## src/rtl/ras_pkg.sv

```systemverilog
package ras_pkg;

	localparam int FRAC_BITS   = 16;
	localparam int WEIGHT_BITS = 16;

	localparam int ANGLE_W    = 24;
	localparam int THETA_W    = 18;
	localparam int ALPHA_W    = 17;
	localparam int STEP_W     = 23;
	localparam int LINES_W    = 11;
	localparam int CFG_ADDR_W = 3;
	localparam int CFG_DATA_W = 24;

	localparam int MUL_A_W = 25;
	localparam int MUL_B_W = 23;
	localparam int PROD_W  = MUL_A_W + MUL_B_W;
	localparam int WIDE_W  = PROD_W + 1;

	// 180/pi in Q.32, rounded to nearest Q.FRAC_BITS
	localparam logic [63:0] RAD2DEG_Q32 = 64'd246083499208;
	localparam logic [MUL_B_W-1:0] RAD2DEG_K =
		MUL_B_W'((RAD2DEG_Q32 + (64'd1 << (31 - FRAC_BITS))) >> (32 - FRAC_BITS));

	localparam logic signed [WIDE_W-1:0] DEG_90       = WIDE_W'(64'd90 << FRAC_BITS);
	localparam logic signed [WIDE_W-1:0] WIDE_ANG_MAX = WIDE_W'(64'd8388607);
	localparam logic signed [WIDE_W-1:0] WIDE_ANG_MIN = -(WIDE_W'(64'd8388608));

	typedef enum logic [CFG_ADDR_W-1:0] {
		REG_FILTER_MIN = 3'd0,
		REG_FILTER_MAX = 3'd1,
		REG_ALPHA      = 3'd2,
		REG_DECAY      = 3'd3,
		REG_MAX_STEP   = 3'd4
	} cfg_reg_t;

	typedef enum logic [3:0] {
		S_IDLE,
		S_CONV,
		S_ACC,
		S_DECM,
		S_DEC,
		S_DIV,
		S_BLA,
		S_BLB,
		S_BLC,
		S_FIN
	} state_t;

	typedef logic signed [MUL_A_W-1:0] mul_a_t;
	typedef logic signed [MUL_B_W-1:0] mul_b_t;
	typedef logic signed [PROD_W-1:0]  prod_t;
	typedef logic signed [ANGLE_W-1:0] angle_t;

endpackage

```

## src/rtl/ras_mul.sv

```systemverilog
module ras_mul (
	input  logic           clk,
	input  ras_pkg::mul_a_t a,
	input  ras_pkg::mul_b_t b,
	output ras_pkg::prod_t  p_q
);
	import ras_pkg::*;

	// single signed multiplier, product registered
	always_ff @(posedge clk) begin
		p_q <= a * b;
	end

endmodule

```

## config.mk

```make
export PLATFORM = sky130hd
export DESIGN_NAME = ras_mul
export DESIGN_NICKNAME = d
export VERILOG_FILES = /design/src/rtl/ras_pkg.sv /design/src/rtl/ras_mul.sv
export SDC_FILE = /design/constraint.sdc
export NUM_CORES = 2
export LEC_CHECK = 0
export BUFFER_PORTS_ARGS = -buffer_cell sky130_fd_sc_hd__buf_2
export CAP_MARGIN = 40
export CORE_ASPECT_RATIO = 1.4
export CORE_MARGIN = 2
export CORE_UTILIZATION = 35
export DETAILED_ROUTE_END_ITERATION = 7
export GPL_TIMING_DRIVEN = 0
export PLACE_DENSITY_LB_ADDON = 0.3
export SETUP_SLACK_MARGIN = 0.15
export SLEW_MARGIN = 20
export SYNTH_ARGS = -nofsm -noshare
export SYNTH_HDL_FRONTEND = slang
export SYNTH_SLANG_ARGS = --single-unit
```

## constraint.sdc

```tcl
create_clock -name clk -period 14.2 [get_ports clk]
set_input_delay 2.84 -clock clk [delete_from_list [all_inputs] [get_ports clk]]
set_output_delay 2.84 -clock clk [all_outputs]
set_load 0.005 [all_outputs]
```

## After elaboration in Yosys (flattened, before gate mapping)

Cells that the tools add are included.

- Multiply operators: 1

Operator list:

| cell | count |
|---|---|
| 25-bit by 23-bit multiplier with 48-bit output | 1 |

- Flip-flop bits (word level): 48
- Output and inout bits: 48
- Logic and storage cells: 2

## Depth between registers and ports, before layout

- Depth in word-level cells: 1
- Depth in mapped cells: 28

## Least setup slack after synthesis

No wires, ideal clock.

- Kind: input-to-reg
- Start point: input port b[2]
- End point: register p_q[46]
- Setup time: 0.079 ns
- Data arrival time: 9.195 ns
- Data required time: 14.121 ns
- Setup slack: 4.925 ns
- Cell stages on the path: 28
- Cell sequence: clkbuf_1 clkbuf_1 nand2_1 fa_1 inv_1 fa_1 inv_1 fa_1 inv_1 fa_1 inv_1 fa_1 inv_1 fa_1 inv_1 fa_1 inv_1 ha_1 clkbuf_1 nand2_1 o21ai_1 a2bb2oi_1 nand3_2 o21bai_4 o31ai_2 a41o_1 o211ai_1 a211oi_2

- Word-level cells in the longest chain between the ends: 1

Ends and longest elaborated chain:

| item | RTL line | RTL |
|---|---|---|
| start: declaration | ras_mul.sv:4 | `input ras_pkg::mul_b_t b,` |
| 25-bit by 23-bit multiplier with 48-bit output | ras_mul.sv:11 | `p_q <= a * b;` |
| end signal: assignment | ras_mul.sv:11 |  |
| end: declaration | ras_mul.sv:5 | `output ras_pkg::prod_t p_q` |

No other way between the ends.

## Worst setup path after layout

- Start point: input port b[3]
- End point: register p_q[46]

The elaborated chain is that of the path after synthesis.

==> metrics.txt <==
post-synth top area cell fa_1; Synth Cell Area around 22000 um^2; status completed; GR Util met2 0.438; clock root cell clkbuf_16; critical path data arrival time 11.25 ns; critical path fanouts, max 10; Hold Crit Class input pin to flop; CP endpoint kind flop; met1 GRT Util 0.255; kind of critical path input pin to flop; DR DRC count 0; Mapped Nets between 3000 and 4000; global route total overflow 0; synth warn 0; Clock Pin Slew Worst Setup and Hold Paths roughly 0.07 ns; GR peak layer met2; Max Buffers Root-to-Sink 2; Final #Nets approximately 3300; number of flip-flops under the largest register name between 40 and 50; IO buf count 93; Worst-Margin Slew 0.952 ns; Site Rows about 110; routed len/inst 22.3 um; synth top area cells fa_1, inv_1, and2_1; DRT antenna net count 0; # setup viols final 0; min Tclk post-route 10.98 ns; routability cong. 0.991; most flop-heavy register p_q; Yosys reg bits 48; Critical Path Source Type input pin; FFs w/ async S/R, synth 0; CTS tree done; layout cells sized above 1 0.0506; Final Slew Violations 0; largest net degree at the start of global routing 17; via count between 15000 and 20000; post-synthesis cell count 2405; syn_area_per_cell about 9.3 um^2; first-pass GRT wire length approximately 110000 um; Worst EP required about 14 ns; MaxCap Viol Count 0; hpwl dp roughly 66000 um; Critical-path top delay cell clkbuf_1; Top Registers p_q (48); # hold bufs at CTS 0; RSZ-0062 raised after global routing no; met3 usage 0.0234; filler cell count in the final layout between 6000 and 7000; vias per std cell between 4 and 5; Crit path largest cell delay ~0.70 ns; area share of the largest cell type after synthesis 0.546; Ports 97; overall routing resource usage 0.240; setup_tns 0 ns; final core area utilization 0.381; Chip Width between 200 and 250 um; most common cell in the netlist inv_1; commonest cells in the netlist inv_1, fa_1, nand2_1, and2_1, ha_1; Fmax roughly 91 MHz; area of the die around 66000 um^2; P&R area growth vs syn 7.89%; total clock sinks 48; Core Footprint approximately 63000 um^2; Post-synth EDFFs 0; count of routing violations after the opening detailed-route iteration around 740; drt total wl 74600 um; Post-CTS Repair Setup Buffers 0; hold slack final about 2.9 ns; fin crit share 0.773; vias in the first global route ~18000; initial antenna violation count 10; Post-CTS Resized 0; Die Ht ~300 um; Initial Utilization 0.353; sequential area share after synthesis 0.0432; drt first pass iters 5; Finished Layout Cells roughly 3300; Synth cell types 57; Rel. slew slack 0.365; Num CTS Buffers 5; dpl cells ~3300; Final Hold Viols 0; Top FF cell, synth dfxtp_1; H-Tree Depth 2
## path summary, 6_finish.rpt
kind | start | end | slack (ns) | depth (start not counted)
max | b[3] | p_q[46]$_DFF_P_ | 3.22 | 28
min | a[0] | p_q[0]$_DFF_P_ | 2.94 | 2
## per-layer routing
metal | wire [um] | part of all wire
met2 | 39600 | 0.53
met3 | 2670 | 0.036
met5 | 71 | 0.00095
met4 | 6940 | 0.093
met1 | 25300 | 0.34
## critical path, delay by kind of cell
family / cells / cell delay (ns)
AO/OA/AOI/OAI: 7 / 1.93
buffers and inverters: 10 / 1.97
adder cells (fa/ha/maj): 8 / 3.99
AND/OR/NAND/NOR: 3 / 0.46
## cells by family (layout without fill, tap and decap cells)
family                   Yosys count  count (layout)  share of synthesized area
buffers and inverters            777             884                      0.131
AND/OR/NAND/NOR                  667             667                      0.147
XOR/XNOR                          52              52                     0.0205
adder cells (fa/ha/maj)          736             736                      0.618
other                              0               2                          0
flip-flops                        48              48                     0.0432
AO/OA/AOI/OAI                    125             125                     0.0404
## layout make-up
| type | count | area, um^2 | area share |
|---|---|---|---|
| clock buffer | 5 | 125 | 0.00521 |
| multi-input combinational | 1580 | 18400 | 0.765 |
| inverter | 673 | 2530 | 0.105 |
| timing repair buffer | 99 | 539 | 0.0225 |
| antenna | 2 | 5.00 | 0.000208 |
| buffer | 104 | 390 | 0.0163 |
| tap | 832 | 1040 | 0.0433 |
| sequential | 48 | 961 | 0.0400 |
| clock inverter | 3 | 46.3 | 0.00193 |
## cell usage in the layout (no fill, tap or decap), types with 2 or more instances in the layout
cell / Yosys / routed
or3_1: 3 / 3
a21oi_1: 41 / 41
nor2_1: 40 / 40
a31oi_1: 4 / 4
ha_1: 129 / 129
a211oi_1: 3 / 3
buf_2: 0 / 93
a211oi_2: 2 / 2
buf_6: 0 / 3
nand3_1: 10 / 10
inv_1: 671 / 671
o21bai_1: 8 / 8
nand2_1: 319 / 319
xor2_1: 10 / 10
nand4_1: 7 / 7
o21a_1: 4 / 4
o211ai_1: 2 / 2
and2_1: 258 / 258
o21bai_4: 2 / 2
buf_1: 2 / 2
clkbuf_16: 0 / 5
nor2b_1: 4 / 4
and3_1: 3 / 3
o21ai_0: 17 / 17
o21ai_1: 8 / 8
dfxtp_1: 48 / 48
xnor2_1: 42 / 42
nand2b_1: 11 / 11
clkbuf_1: 102 / 102
buf_8: 0 / 2
a21o_1: 13 / 13
nor3_1: 7 / 7
fa_1: 607 / 607
diode_2: 0 / 2
## stage by stage
stage                     cell area (um^2)  setup WS (ns)
after detailed placement             23800           2.93
after global placement               23800           2.97
final                                24000           3.22
after CTS                            24000           3.29
after global routing                 24000           2.97
after floorplan                      22300           4.93
Power is not shown: default switching activity piles up to over one toggle a cycle in this logic, so the estimate is an artifact.
