$ cat config.mk
export PLATFORM = sky130hd
export DESIGN_NAME = ras_div
export DESIGN_NICKNAME = d
export VERILOG_FILES = /design/src/rtl/ras_pkg.sv /design/src/rtl/ras_div.sv
export SDC_FILE = /design/constraint.sdc
export NUM_CORES = 1
export LEC_CHECK = 0
export BUFFER_PORTS_ARGS = -buffer_cell sky130_fd_sc_hd__buf_2
export CORE_MARGIN = 10
export CORE_UTILIZATION = 48
export CTS_CLUSTER_DIAMETER = 50
export CTS_CLUSTER_SIZE = 40
export DETAILED_ROUTE_END_ITERATION = 8
export GPL_TIMING_DRIVEN = 0
export PLACE_DENSITY_LB_ADDON = 0.05
export SYNTH_ARGS = -nofsm -noshare
export SYNTH_HDL_FRONTEND = slang
export SYNTH_SLANG_ARGS = --single-unit
$ cat constraint.sdc
create_clock -name clk -period 2.3 [get_ports clk]
set_clock_uncertainty 0.1 [all_clocks]
set_input_delay 0.345 -clock clk [delete_from_list [all_inputs] [get_ports clk]]
set_output_delay 0.345 -clock clk [all_outputs]
set_load 0.1 [all_outputs]
$ cat src/rtl/ras_pkg.sv
package ras_pkg;

	localparam int FRAC_BITS   = 16;
	localparam int WEIGHT_BITS = 16;

	localparam int ANGLE_W    = 24;
	localparam int THETA_W    = 18;
	localparam int ALPHA_W    = 17;
	localparam int STEP_W     = 23;
	localparam int LINES_W    = 11;
	localparam int CFG_ADDR_W = 3;
	localparam int CFG_DATA_W = 24;

	localparam int MUL_A_W = 25;
	localparam int MUL_B_W = 23;
	localparam int PROD_W  = MUL_A_W + MUL_B_W;
	localparam int WIDE_W  = PROD_W + 1;

	// 180/pi in Q.32, rounded to nearest Q.FRAC_BITS
	localparam logic [63:0] RAD2DEG_Q32 = 64'd246083499208;
	localparam logic [MUL_B_W-1:0] RAD2DEG_K =
		MUL_B_W'((RAD2DEG_Q32 + (64'd1 << (31 - FRAC_BITS))) >> (32 - FRAC_BITS));

	localparam logic signed [WIDE_W-1:0] DEG_90       = WIDE_W'(64'd90 << FRAC_BITS);
	localparam logic signed [WIDE_W-1:0] WIDE_ANG_MAX = WIDE_W'(64'd8388607);
	localparam logic signed [WIDE_W-1:0] WIDE_ANG_MIN = -(WIDE_W'(64'd8388608));

	typedef enum logic [CFG_ADDR_W-1:0] {
		REG_FILTER_MIN = 3'd0,
		REG_FILTER_MAX = 3'd1,
		REG_ALPHA      = 3'd2,
		REG_DECAY      = 3'd3,
		REG_MAX_STEP   = 3'd4
	} cfg_reg_t;

	typedef enum logic [3:0] {
		S_IDLE,
		S_CONV,
		S_ACC,
		S_DECM,
		S_DEC,
		S_DIV,
		S_BLA,
		S_BLB,
		S_BLC,
		S_FIN
	} state_t;

	typedef logic signed [MUL_A_W-1:0] mul_a_t;
	typedef logic signed [MUL_B_W-1:0] mul_b_t;
	typedef logic signed [PROD_W-1:0]  prod_t;
	typedef logic signed [ANGLE_W-1:0] angle_t;

endpackage

$ cat src/rtl/ras_div.sv
module ras_div #(
	parameter int SUM_W = 35,
	parameter int CNT_W = 11
) (
	input  logic                    clk,
	input  logic                    arst_n,
	input  logic                    start,
	input  logic signed [SUM_W-1:0] dividend,
	input  logic [CNT_W-1:0]        divisor,
	output logic                    done,
	output ras_pkg::angle_t         quotient
);
	import ras_pkg::*;

	localparam int ITER_W = $clog2(SUM_W + 1);

	logic              busy_q;
	logic              done_q;
	logic [ITER_W-1:0] iter_q;
	logic              neg_q;
	logic [SUM_W-1:0]  dvd_q;
	logic [CNT_W:0]    rem_q;
	logic [CNT_W-1:0]  dsr_q;

	logic [SUM_W-1:0]  mag;
	logic [CNT_W:0]    trial;
	logic              ge;
	logic [ANGLE_W-1:0] qmag;

	assign mag   = dividend[SUM_W-1] ? SUM_W'(-dividend) : SUM_W'(dividend);
	assign trial = {rem_q[CNT_W-1:0], dvd_q[SUM_W-1]};
	assign ge    = trial >= {1'b0, dsr_q};

	// restoring divide, one quotient bit per cycle shifted into the dividend
	always_ff @(posedge clk or negedge arst_n) begin
		if (!arst_n) begin
			busy_q <= 1'b0;
			done_q <= 1'b0;
			iter_q <= '0;
		end else if (start) begin
			busy_q <= 1'b1;
			done_q <= 1'b0;
			iter_q <= '0;
		end else if (busy_q) begin
			iter_q <= ITER_W'(iter_q + 1'b1);
			if (iter_q == ITER_W'(SUM_W - 1)) begin
				busy_q <= 1'b0;
				done_q <= 1'b1;
			end
		end else begin
			done_q <= 1'b0;
		end
	end

	always_ff @(posedge clk) begin
		if (start) begin
			neg_q <= dividend[SUM_W-1];
			dvd_q <= mag;
			rem_q <= '0;
			dsr_q <= divisor;
		end else if (busy_q) begin
			rem_q <= ge ? (trial - {1'b0, dsr_q}) : trial;
			dvd_q <= {dvd_q[SUM_W-2:0], ge};
		end
	end

	assign qmag     = dvd_q[ANGLE_W-1:0];
	assign quotient = neg_q ? angle_t'(-qmag) : angle_t'(qmag);
	assign done     = done_q;

endmodule

== Word level (Yosys, flattened, before mapping) ==
Cells that the tools add are included.
Storage, ports and cells
  register bits after elaboration: 66
  input port bits: 49
  output and inout bits: 25
  word-level logic and storage cells: 28
Cells by class
  add/sub/neg operators: 4
  $lt $le $gt $ge: 1
  equal/unequal tests: 2
  mux-type cells: 13
  reduce and logical (&&, ||, !) cells: 1
Operator list (count)
  two-way mux 35 bit: 3
  negation 35 bit: 1
  two-way mux 24 bit: 1
  negation 24 bit: 1
  >= comparator 12 x 11 -> 1 bit: 1
  two-way mux 6 bit: 2
  two-way mux 11 bit: 1
  subtractor 11 bit: 1
  adder 6 x 1 -> 6 bit, second input constant: 1
  equality test 6 bit, second input constant: 1
  two-way mux 1 bit: 6
  != test 3 x 2 -> 1 bit, second input constant: 1
  nonzero test 2 bit: 1

== Logic depth before layout (Yosys ltp) ==
Gate-level depths: netlist of the first run.
  word-level depth: 4
  gate-level depth with buffers: 10
  depth with buffers taken out: 9

== Least setup slack after synthesis of the first run ==
OpenSTA, ideal clock, no wires.
  kind: register to output
  start: register neg_q
  end: output quotient[1]
  cell stages (with the launch flop): 3
  arrival time: 2.757 ns
  required time: 1.855 ns
  path slack: -0.902 ns
  buffers on the path: 1
  path through: edfxtp_1 -> clkbuf_1 -> o21ai_0
On the way
  word-level cells in the longest chain between the ends: 1
RTL lines
  start: declaration: RTL line ras_div.sv:20  | logic neg_q;
  start signal: assignment: RTL line ras_div.sv:57  | neg_q <= dividend[SUM_W-1];
  two-way mux 24 bit: RTL line ras_div.sv:68  | assign quotient = neg_q ? angle_t'(-qmag) : angle_t'(qmag);
  end: declaration: RTL line ras_div.sv:11  | output ras_pkg::angle_t quotient
Every way passes these cells.

== Worst setup path after layout of the first run ==
  start: register dvd_q[4]
  end: output quotient[10]
On the way
  word-level cells in the longest chain between the ends: 2
RTL lines
  start: declaration: RTL line ras_div.sv:21  | logic [SUM_W-1:0] dvd_q;
  start signal: assignment: RTL line ras_div.sv:58  | dvd_q <= mag;
  start signal: assignment: RTL line ras_div.sv:63  | dvd_q <= {dvd_q[SUM_W-2:0], ge};
  negation 24 bit: RTL line ras_div.sv:68
  two-way mux 24 bit: RTL line ras_div.sv:68
Every way passes these cells.

==> results_tabular.tex, run 1 <==
\begin{tabular}{lr}
\hline
Metric & Value \\
\hline
\multicolumn{2}{l}{\textbf{Final layout}} \\
\quad Final \#Nets & 663 \\
\quad Synthesis-to-layout area growth & 43.1\% \\
\quad Final-layout fill cell count & 683 \\
\quad Antenna diodes & 0 \\
\quad Multi-input gate area & about 3100 um2 \\
\quad Final standard cell count with taps included and fillers excluded & about 700 \\
\quad Ratio of cells with drive above 1 in the final layout & 37.8\% \\
\quad Final design utilization & 69.7\% \\
\quad Total area of sequential cells & about 1800 um2 \\
\quad Finished layout cell area & 6380 um2 \\
\multicolumn{2}{l}{\textbf{Floorplan}} \\
\quad Starting utilization of the core area & 48.7\% \\
\quad Overall die area & 13,500 um2 \\
\quad Core Footprint & between 9000 and 10,000 um2 \\
\quad Chip Width & 116 um \\
\quad Vert. Die Dim & 116 um \\
\quad Row Count & 35 \\
\quad Ports placed on the boundary & 74 \\
\multicolumn{2}{l}{\textbf{Critical path}} \\
\quad Sort of element at the start of the critical path & flop \\
\quad Signal arrival time at the worst endpoint & 2.57 ns \\
\quad Critical Path Slowest Stage Cell & sky130\_fd\_sc\_hd\_\_or4\_4 \\
\quad Flop-to-flop setup slack & -0.15 ns \\
\quad Max FO, Critical Path & 3 \\
\quad Worst-path cell chain & buf\_4, or4\_4, or3\_4, o31ai\_4, xnor2\_2, buf\_6 \\
\quad Classification of the worst setup path & flop to output pin \\
\quad Worst Reg2Reg Path Length in Cells & 9 \\
\quad Data required time of the critical path & 1.86 ns \\
\quad Slowest cell delay on critical path & 0.53 ns \\
\quad Endpoint type of the worst setup path & output pin \\
\multicolumn{2}{l}{\textbf{Routing}} \\
\quad Post-Route WL & 13.1 mm \\
\quad Routed vias/inst & 5.74 \\
\quad Number of search-and-repair iterations in the first detailed-routing pass & 7 \\
\quad Routed len/inst & approximately 18 um \\
\quad DRC viols & 0 \\
\quad DRT antenna net count & 0 \\
\quad Vias post-DR & 4,100 \\
\quad Drt first-iter violations & 170 \\
\multicolumn{2}{l}{\textbf{Timing}} \\
\quad RSZ-0062 raised after global routing & true \\
\quad Maximum clock rate & 0.331 GHz \\
\quad Final clock period utilization by the worst path & 131\% \\
\quad Final worst slack & -0.719 ns \\
\quad Fin Hold WS & 0.0749 ns \\
\quad Final setup violation count & 30 \\
\quad Slew HR & a little under three fifths \\
\quad Worst slew pin tran & between 0.6 and 0.7 ns \\
\quad Min Clock Period, post-route & 3.02 ns \\
\quad Pins over their slew limit & 0 \\
\quad Endpoints failing hold & 0 \\
\multicolumn{2}{l}{\textbf{Yosys}} \\
\quad Yosys Warn Count & 0 \\
\quad Xor/xnor share of the synthesized area & 12.8\% \\
\quad Post-synth top flop & sky130\_fd\_sc\_hd\_\_edfxtp\_1 \\
\quad Area share of and/or/nand/nor cells after synthesis & 18.3\% \\
\quad Mapped Nets & 537 \\
\quad Post-synthesis sequential element count & 66 \\
\quad Cell count after synthesis & 472 \\
\quad Adder-cell area share of the yosys netlist & approximately 4.7\% \\
\quad Average size of a mapped cell & 9.45 um2 \\
\quad Multiplexer share of the synthesized area & 1.68\% \\
\quad Compound-Gate Fraction of Synth Area & 17.9\% \\
\quad Async set or reset register ratio after synthesis & 12.1\% \\
\quad Main combinational cell family by area after synthesis & simple AND/OR/NAND/NOR gates \\
\quad Synth unique cells & 59 \\
\quad Sequential cell area fraction in the yosys report & 41.1\% \\
\quad Cell Area, Synth & roughly 4500 um2 \\
\quad Number of enable flip-flop cells after synthesis & 47 \\
\multicolumn{2}{l}{\textbf{Placed design}} \\
\quad \# placed instances & 656 \\
\quad Port-buffer cells & 73 \\
\quad Placement Cell Area & approximately 5200 um2 \\
\quad Routability-driven placement congestion ratio & 0.855 \\
\quad Post-detail-place hpwl & about 8.5 mm \\
\multicolumn{2}{l}{\textbf{Hold path}} \\
\quad Instance count along the most critical hold path & 1 \\
\quad Worst hold-check path type & input port to flop \\
\multicolumn{2}{l}{\textbf{CTS}} \\
\quad Clock insertion delay at the later pin of the skew report & roughly 0.35 ns \\
\quad Number of clock sinks & 66 \\
\quad Clock-pin slew on the worst setup and hold paths & 0.08 ns \\
\quad Num CTS Buffers & 9 \\
\quad Number of H-tree levels & 3 \\
\quad Largest buffer count on any clock path & 2 \\
\quad Root buffer cell & sky130\_fd\_sc\_hd\_\_clkbuf\_8 \\
\quad Clock tree from TritonCTS & done \\
\multicolumn{2}{l}{\textbf{Global route}} \\
\quad Total grt overflow & 0 \\
\quad Global routing usage summed across all routing layers & a little under a fifth \\
\quad Largest net degree at the start of global routing & 20 \\
\quad Number of antenna violations at the first check in global routing & 0 \\
\quad Vias in the first global route & 4,005 \\
\quad First-pass GRT wire length & 19.7 mm \\
\multicolumn{2}{l}{\textbf{Power and ir drop}} \\
\quad Internal power of the cells & 2510 uW \\
\quad Worst IR drop on VDD & approximately 0.35 mV \\
\quad Part of the power in the clock network & 22.7\% \\
\quad Total leakage power & 0.00254 uW \\
\quad Share of total power in combinational logic & 40.9\% \\
\quad Sequential Power Share & 36.3\% \\
\quad Switching Power & 1670 uW \\
\quad Power density over the cells & between 600 and 700 nW/um2 \\
\quad Switching Share & 39.9\% \\
\quad Pwr Total & 4180 uW \\
\multicolumn{2}{l}{\textbf{Outcome}} \\
\quad Run status & finished with violations \\
\quad Violated checks & setup timing \\
\multicolumn{2}{l}{\textbf{Run}} \\
\quad Max\_cap viols & 0 \\
\hline
\end{tabular}
==> power by group through the flow <==
stage               sequential (uW)  combinational [uW]  clock [uW]
floorplan                      1520                1100           0
global placement               1540                1330           0
detailed placement             1550                1340           0
CTS                            1510                1620         971
global route                   1530                1790        1010
finish                         1520                1710         951
==> cell usage after synthesis, drive strengths merged (2+ instances only) <==
cell type	number	area, um2
a211oi	3	22.5
a21boi	2	18.8
a21o	2	15.0
a21oi	41	205
a31o	2	17.5
a31oi	3	18.8
and2	2	12.5
and3	2	12.5
buf	4	20.0
clkbuf	17	63.8
dfrtp	8	200
dfxtp	11	220
edfxtp	47	1410
ha	15	188
inv	21	78.8
mux2	4	45.0
mux2i	3	30.0
nand2	32	123
nand2b	4	25.0
nand3	6	35.0
nand4	5	31.3
nor2	51	191
nor2b	4	25.0
nor3	9	50.1
nor3b	3	22.5
nor4	10	92.6
o211ai	4	30.0
o21a	3	22.5
o21ai	27	139
o21bai	2	15.0
o31ai	18	135
o41ai	9	101
or2	3	18.8
or3	7	43.8
or3b	3	26.3
or4	11	90.1
xnor2	29	254
xor2	36	315
==> metrics by stage <==
stage | TNS (ns) | worst slack (ns)
after CTS | -8.43 | -0.703
after global placement | -25.77 | -0.756
after global routing | -12.39 | -0.824
after floorplan | -3.90 | -0.588
final | -10.03 | -0.719
after detailed placement | -28.42 | -0.756
==> sequential cells by signal, summed over array words and instances (netlist names) <==
name / count
dvd_q: 35
rem_q: 11
iter_q: 6
done: 1
neg_q: 1
busy_q: 1
dsr_q: 11
==> routing by layer <==
layer	global-route usage, %	vias to the layer above	part of all wire, %
met5	0	-	0
met4	7.01	0	2.3
met3	3.03	23	4.3
met2	31.7	121	53
met1	21.5	1972	41
li1	-	1984	-
==> final cells by class <==
| type | count | share of cell area [%] |
|---|---|---|
| well taps | 111 | 2.18 |
| flip-flops and latches | 66 | 28.7 |
| inverters | 21 | 1.29 |
| multi-input cells | 364 | 48.6 |
| plain buffers | 21 | 1.55 |
| repair buffers | 114 | 14.5 |
| clock buffers | 14 | 2.88 |
| repair inverters | 1 | 0.118 |
| clock inverters | 2 | 0.157 |
==> path summary, 6_finish.rpt <==
check,from,endpoint
setup / recovery,dvd_q[4]$_DFFE_PP_,quotient[10]
hold / removal,divisor[10],dsr_q[10]$_DFFE_PP_
setup reg to reg,dsr_q[0]$_DFFE_PP_,rem_q[0]$_SDFFE_PP0P_
hold reg to reg,rem_q[3]$_SDFFE_PP0P_,rem_q[3]$_SDFFE_PP0P_
max in group asynchronous,arst_n,busy_q$_DFF_PN0_
min in group asynchronous,arst_n,iter_q[2]$_DFFE_PN0P_
==> critical path, delay by kind of cell (launching register included) <==
| kind | cells | cell delay (ns) |
|---|---|---|
| and+or+nand+nor | 2 | 0.92 |
| AOI/OAI and AO/OA | 1 | 0.28 |
| xor gates and xnor gates | 1 | 0.16 |
| buffers and inverters | 2 | 0.42 |
| DFF | 1 | 0.44 |
==> what timing repair did <==
| item | CTS | global route |
|---|---|---|
| pin swaps | 29 | 19 |
| gates cloned | 1 | 0 |
| endpoints found under the hold margin | 8 | 0 |
| setup endpoints to repair | 68 | 35 |
| hold buffers | 1 | 0 |
| setup buffers | 29 | 14 |
| resized for setup | 113 | 45 |
==> cell families after synthesis <==
logic type      count (synthesis)
compound gates                122
xor+xnor                       65
fa+ha+maj                      16
buf+inv                        42
flops                          66
mux                             7
simple gates                  154
==> placed cells by master, fill, tap and decap left out, types with 5 or more instances in the layout <==
master and n:
sky130_fd_sc_hd__nor2_1 50, sky130_fd_sc_hd__buf_2 50, sky130_fd_sc_hd__edfxtp_1 47, sky130_fd_sc_hd__a21oi_1 41, sky130_fd_sc_hd__xor2_1 36, sky130_fd_sc_hd__buf_4 29, sky130_fd_sc_hd__nand2_1 26, sky130_fd_sc_hd__buf_6 23
sky130_fd_sc_hd__inv_1 18, sky130_fd_sc_hd__clkbuf_1 17, sky130_fd_sc_hd__o21ai_0 17, sky130_fd_sc_hd__xnor2_2 13, sky130_fd_sc_hd__ha_1 11, sky130_fd_sc_hd__clkbuf_8 11, sky130_fd_sc_hd__o31ai_1 10, sky130_fd_sc_hd__xnor2_1 10
sky130_fd_sc_hd__dfxtp_1 10, sky130_fd_sc_hd__dfrtp_1 8, sky130_fd_sc_hd__or4_1 7, sky130_fd_sc_hd__buf_8 7, sky130_fd_sc_hd__nand2_2 6, sky130_fd_sc_hd__xnor2_4 6, sky130_fd_sc_hd__nor3_1 5, sky130_fd_sc_hd__nand4_1 5
sky130_fd_sc_hd__o21ai_4 5, sky130_fd_sc_hd__o31ai_4 5, sky130_fd_sc_hd__buf_12 5
(Power assumes the default switching activity.)
==> run 2: changes to the inputs <==
- PLACE_DENSITY: not set -> 0.72
- PLACE_DENSITY_LB_ADDON: 0.05 -> not set
==> run 2 against run 1 <==
The flow still finishes with violations (setup timing). Utilization is 1.6 points higher. Final cell count rose by 2.0%. Critical path depth increased by 1. First-iteration DRC count increased by 84%. Critical endpoint is now quotient[18]. Largest power group unchanged.
==> results_tabular.tex, run 2 (same netlist as run 1, synthesis figures left out) <==
\begin{tabular}{lr}
\hline
Metric & Value \\
\hline
\multicolumn{2}{l}{\textbf{Power and ir drop}} \\
\quad Part of the power in the clock network & 20.6\% (-2.1 points) \\
\quad Internal power of the cells & 2460 uW (-1.9\%) \\
\quad Share of total power in combinational logic & 43.4\% (+2.5 points) \\
\quad Worst IR drop on VDD & 0.384 mV (+8.8\%) \\
\quad Switching Power & 1740 uW (+4.4\%) \\
\quad Power density over the cells & 644 nW/um2 (-1.7\%) \\
\quad Sequential Power Share & 35.9\% (-0.4 points) \\
\quad Switching Share & 41.4\% (+1.5 points) \\
\quad Total leakage power & 0.00260 uW (+2.4\%) \\
\multicolumn{2}{l}{\textbf{Global route}} \\
\quad Vias in the first global route & 4,219 (+5.3\%) \\
\quad Global routing usage summed across all routing layers & 18.3\% (+0.27 points) \\
\quad Number of antenna violations at the first check in global routing & 0 (unchanged) \\
\quad First-pass GRT wire length & 20.1 mm (+2.1\%) \\
\quad Total grt overflow & 0 (unchanged) \\
\quad Largest net degree at the start of global routing & 20 (unchanged) \\
\quad Met2 track demand over resource & 33.9\% (+2.2 points) \\
\quad Met3 track demand over resource in global routing & 2.77\% (-0.26 points) \\
\quad GR peak layer & met2 \\
\quad Met1 Resource Use GR & 20.9\% (-0.61 points) \\
\multicolumn{2}{l}{\textbf{Final layout}} \\
\quad Most frequent cells in the layout & sky130\_fd\_sc\_hd\_\_buf\_2 (51), sky130\_fd\_sc\_hd\_\_nor2\_1 (50), sky130\_fd\_sc\_hd\_\_edfxtp\_1 (47), sky130\_fd\_sc\_hd\_\_buf\_4 (46), sky130\_fd\_sc\_hd\_\_a21oi\_1 (41) \\
\quad Antenna diodes & 0 (unchanged) \\
\quad Most flop-heavy register & dvd\_q \\
\quad Ratio of cells with drive above 1 in the final layout & 40.8\% (+3.0 points) \\
\quad Final standard cell count with taps included and fillers excluded & 728 (+2.0\%) \\
\quad Number of flip-flops under the largest register name & 35 (unchanged) \\
\quad Registers with the highest flip-flop counts & dvd\_q x35, dsr\_q x11, rem\_q x11 \\
\quad Final \#Nets & 677 (+2.1\%) \\
\quad Final-layout fill cell count & 629 (-7.9\%) \\
\quad Most common cell after layout, fill and taps aside & sky130\_fd\_sc\_hd\_\_buf\_2 \\
\quad Synthesis-to-layout area growth & 46.4\% \\
\multicolumn{2}{l}{\textbf{Timing}} \\
\quad Worst slew pin tran & 0.654 ns (-0.0203 ns) \\
\quad Endpoints failing hold & 0 (unchanged) \\
\quad Pins over their slew limit & 0 (unchanged) \\
\quad Min Clock Period, post-route & 3.04 ns (+0.0205 ns) \\
\quad RSZ-0062 raised after global routing & true \\
\quad Final clock period utilization by the worst path & 132\% (+0.89 points) \\
\quad Slew HR & 56.4\% (+1.4 points) \\
\quad Final setup violation count & 25 (-17\%) \\
\quad Maximum clock rate & 0.329 GHz (-0.67\%) \\
\quad Final worst slack & -0.739 ns (-0.0205 ns) \\
\quad Fin Hold WS & 0.0771 ns (+0.00223 ns) \\
\multicolumn{2}{l}{\textbf{Routing}} \\
\quad Post-Route WL & 13.9 mm (+5.7\%) \\
\quad Routed len/inst & 19.0 um (+3.6\%) \\
\quad DRT antenna net count & 0 (unchanged) \\
\quad Routed vias/inst & 5.82 (+1.4\%) \\
\quad Number of search-and-repair iterations in the first detailed-routing pass & 5 (-2) \\
\quad Drt first-iter violations & 313 (+84\%) \\
\quad Vias post-DR & 4,237 (+3.3\%) \\
\quad DRC viols & 0 (unchanged) \\
\multicolumn{2}{l}{\textbf{Floorplan}} \\
\quad Vert. Die Dim & 116 um (unchanged) \\
\quad Row Count & 35 (unchanged) \\
\quad Starting utilization of the core area & 48.7\% (unchanged) \\
\quad Ports placed on the boundary & 74 (unchanged) \\
\quad Overall die area & 13,500 um2 (unchanged) \\
\quad Core Footprint & 9150 um2 (unchanged) \\
\quad Chip Width & 116 um (unchanged) \\
\multicolumn{2}{l}{\textbf{Placed design}} \\
\quad Port-buffer cells & 73 (unchanged) \\
\quad Routability-driven placement congestion ratio & 0.880 (+2.9\%) \\
\quad \# placed instances & 656 (unchanged) \\
\quad Post-detail-place hpwl & 8.37 mm (-1.1\%) \\
\multicolumn{2}{l}{\textbf{Critical path}} \\
\quad Max FO, Critical Path & 2 (-1) \\
\quad Signal arrival time at the worst endpoint & 2.59 ns (+0.02 ns) \\
\quad Endpoint type of the worst setup path & output pin \\
\quad Classification of the worst setup path & flop to output pin \\
\quad Sort of element at the start of the critical path & flop \\
\quad Data required time of the critical path & 1.86 ns (about the same) \\
\multicolumn{2}{l}{\textbf{CTS}} \\
\quad Clock tree from TritonCTS & done \\
\quad Clock insertion delay at the later pin of the skew report & 0.34 ns (about the same) \\
\quad Largest buffer count on any clock path & 2 (unchanged) \\
\quad Number of H-tree levels & 3 (unchanged) \\
\quad Clock-pin slew on the worst setup and hold paths & 0.08 ns (about the same) \\
\quad Number of clock sinks & 66 (unchanged) \\
\quad Num CTS Buffers & 9 (unchanged) \\
\quad Root buffer cell & sky130\_fd\_sc\_hd\_\_clkbuf\_8 \\
\multicolumn{2}{l}{\textbf{Outcome}} \\
\quad Violated checks & setup timing \\
\quad Run status & finished with violations \\
\multicolumn{2}{l}{\textbf{Hold path}} \\
\quad Worst hold-check path type & input port to flop \\
\multicolumn{2}{l}{\textbf{Run}} \\
\quad Max\_cap viols & 0 (unchanged) \\
\hline
\end{tabular}
-- run 2: power groups by stage --
stage	clock [uW]	sequential, uW	combinational, uW
after global placement	0	1540	1330
after CTS	871	1500	1690
after detailed placement	0	1550	1340
final	868	1510	1830
after global routing	934	1520	1900
after floorplan	0	1520	1100
-- run 2: per-stage QoR --
| stage | utilization (%) | worst slack (ns) | setup TNS [ns] | area (um2) | total power [uW] |
|---|---|---|---|---|---|
| 5_1_grt | 71.4 | -0.838 | -11.11 | 6530 | 4360 |
| 3_5_place_dp | 57.2 | -0.798 | -24.28 | 5240 | 2890 |
| 2_1_floorplan | - | -0.588 | -3.90 | 4730 | 2620 |
| 4_1_cts | 68.1 | -0.698 | -7.38 | 6230 | 4060 |
| 6_report | 71.4 | -0.739 | -9.10 | 6530 | 4200 |
| 3_3_place_gp | 57.2 | -0.769 | -21.78 | 5240 | 2870 |
-- run 2: path summary, 6_finish.rpt --
kind                                             from                    end  slack, ns  cells after the start
worst min-delay path                       divisor[2]     dsr_q[2]$_DFFE_PP_       0.08                      1
worst max-delay path               dvd_q[9]$_DFFE_PP_           quotient[18]      -0.74                      7
max in group asynchronous                      arst_n  iter_q[1]$_DFFE_PN0P_       1.65                      2
worst max register to register     dsr_q[0]$_DFFE_PP_  rem_q[2]$_SDFFE_PP0P_      -0.02                      9
worst min register to register  rem_q[2]$_SDFFE_PP0P_  rem_q[3]$_SDFFE_PP0P_       0.42                      2
min in group asynchronous                      arst_n  iter_q[0]$_DFFE_PN0P_       0.26                      2
-- run 2: worst max-delay path, stage by stage, from the launching register on --
cell and delay (ns):
sky130_fd_sc_hd__edfxtp_1 0.44, sky130_fd_sc_hd__nor4_2 0.38, sky130_fd_sc_hd__nand2_1 0.16, sky130_fd_sc_hd__or2_4 0.27, sky130_fd_sc_hd__or3_4 0.36, sky130_fd_sc_hd__o31ai_4 0.29, sky130_fd_sc_hd__xnor2_4 0.17, sky130_fd_sc_hd__buf_12 0.19
-- run 2: what timing repair did --
item	CTS	global route
pin swaps	34	20
setup endpoints to repair	67	51
hold buffers	1	0
gates resized for setup	120	41
gates cloned	1	0
buffers inserted	41	13
hold endpoints to repair	8	0
-- run 2: layout make-up --
| type | count | area [um2] | area share [%] |
|---|---|---|---|
| plain buffers | 21 | 92.6 | 1.42 |
| flip-flops and latches | 66 | 1830 | 28.0 |
| repair inverters | 1 | 7.51 | 0.115 |
| inverters | 21 | 82.6 | 1.26 |
| well taps | 111 | 139 | 2.13 |
| multi-input cells | 364 | 3180 | 48.7 |
| clock buffers | 10 | 138 | 2.11 |
| clock inverters | 6 | 32.5 | 0.498 |
| repair buffers | 128 | 1030 | 15.7 |
-- run 2: routing by layer --
| layer | share of wire [%] | vias up |
|---|---|---|
| li1 | - | 2014 |
| met1 | 40 | 2065 |
| met2 | 53 | 136 |
| met3 | 4.8 | 22 |
| met4 | 2.0 | 0 |
| met5 | 0 | - |
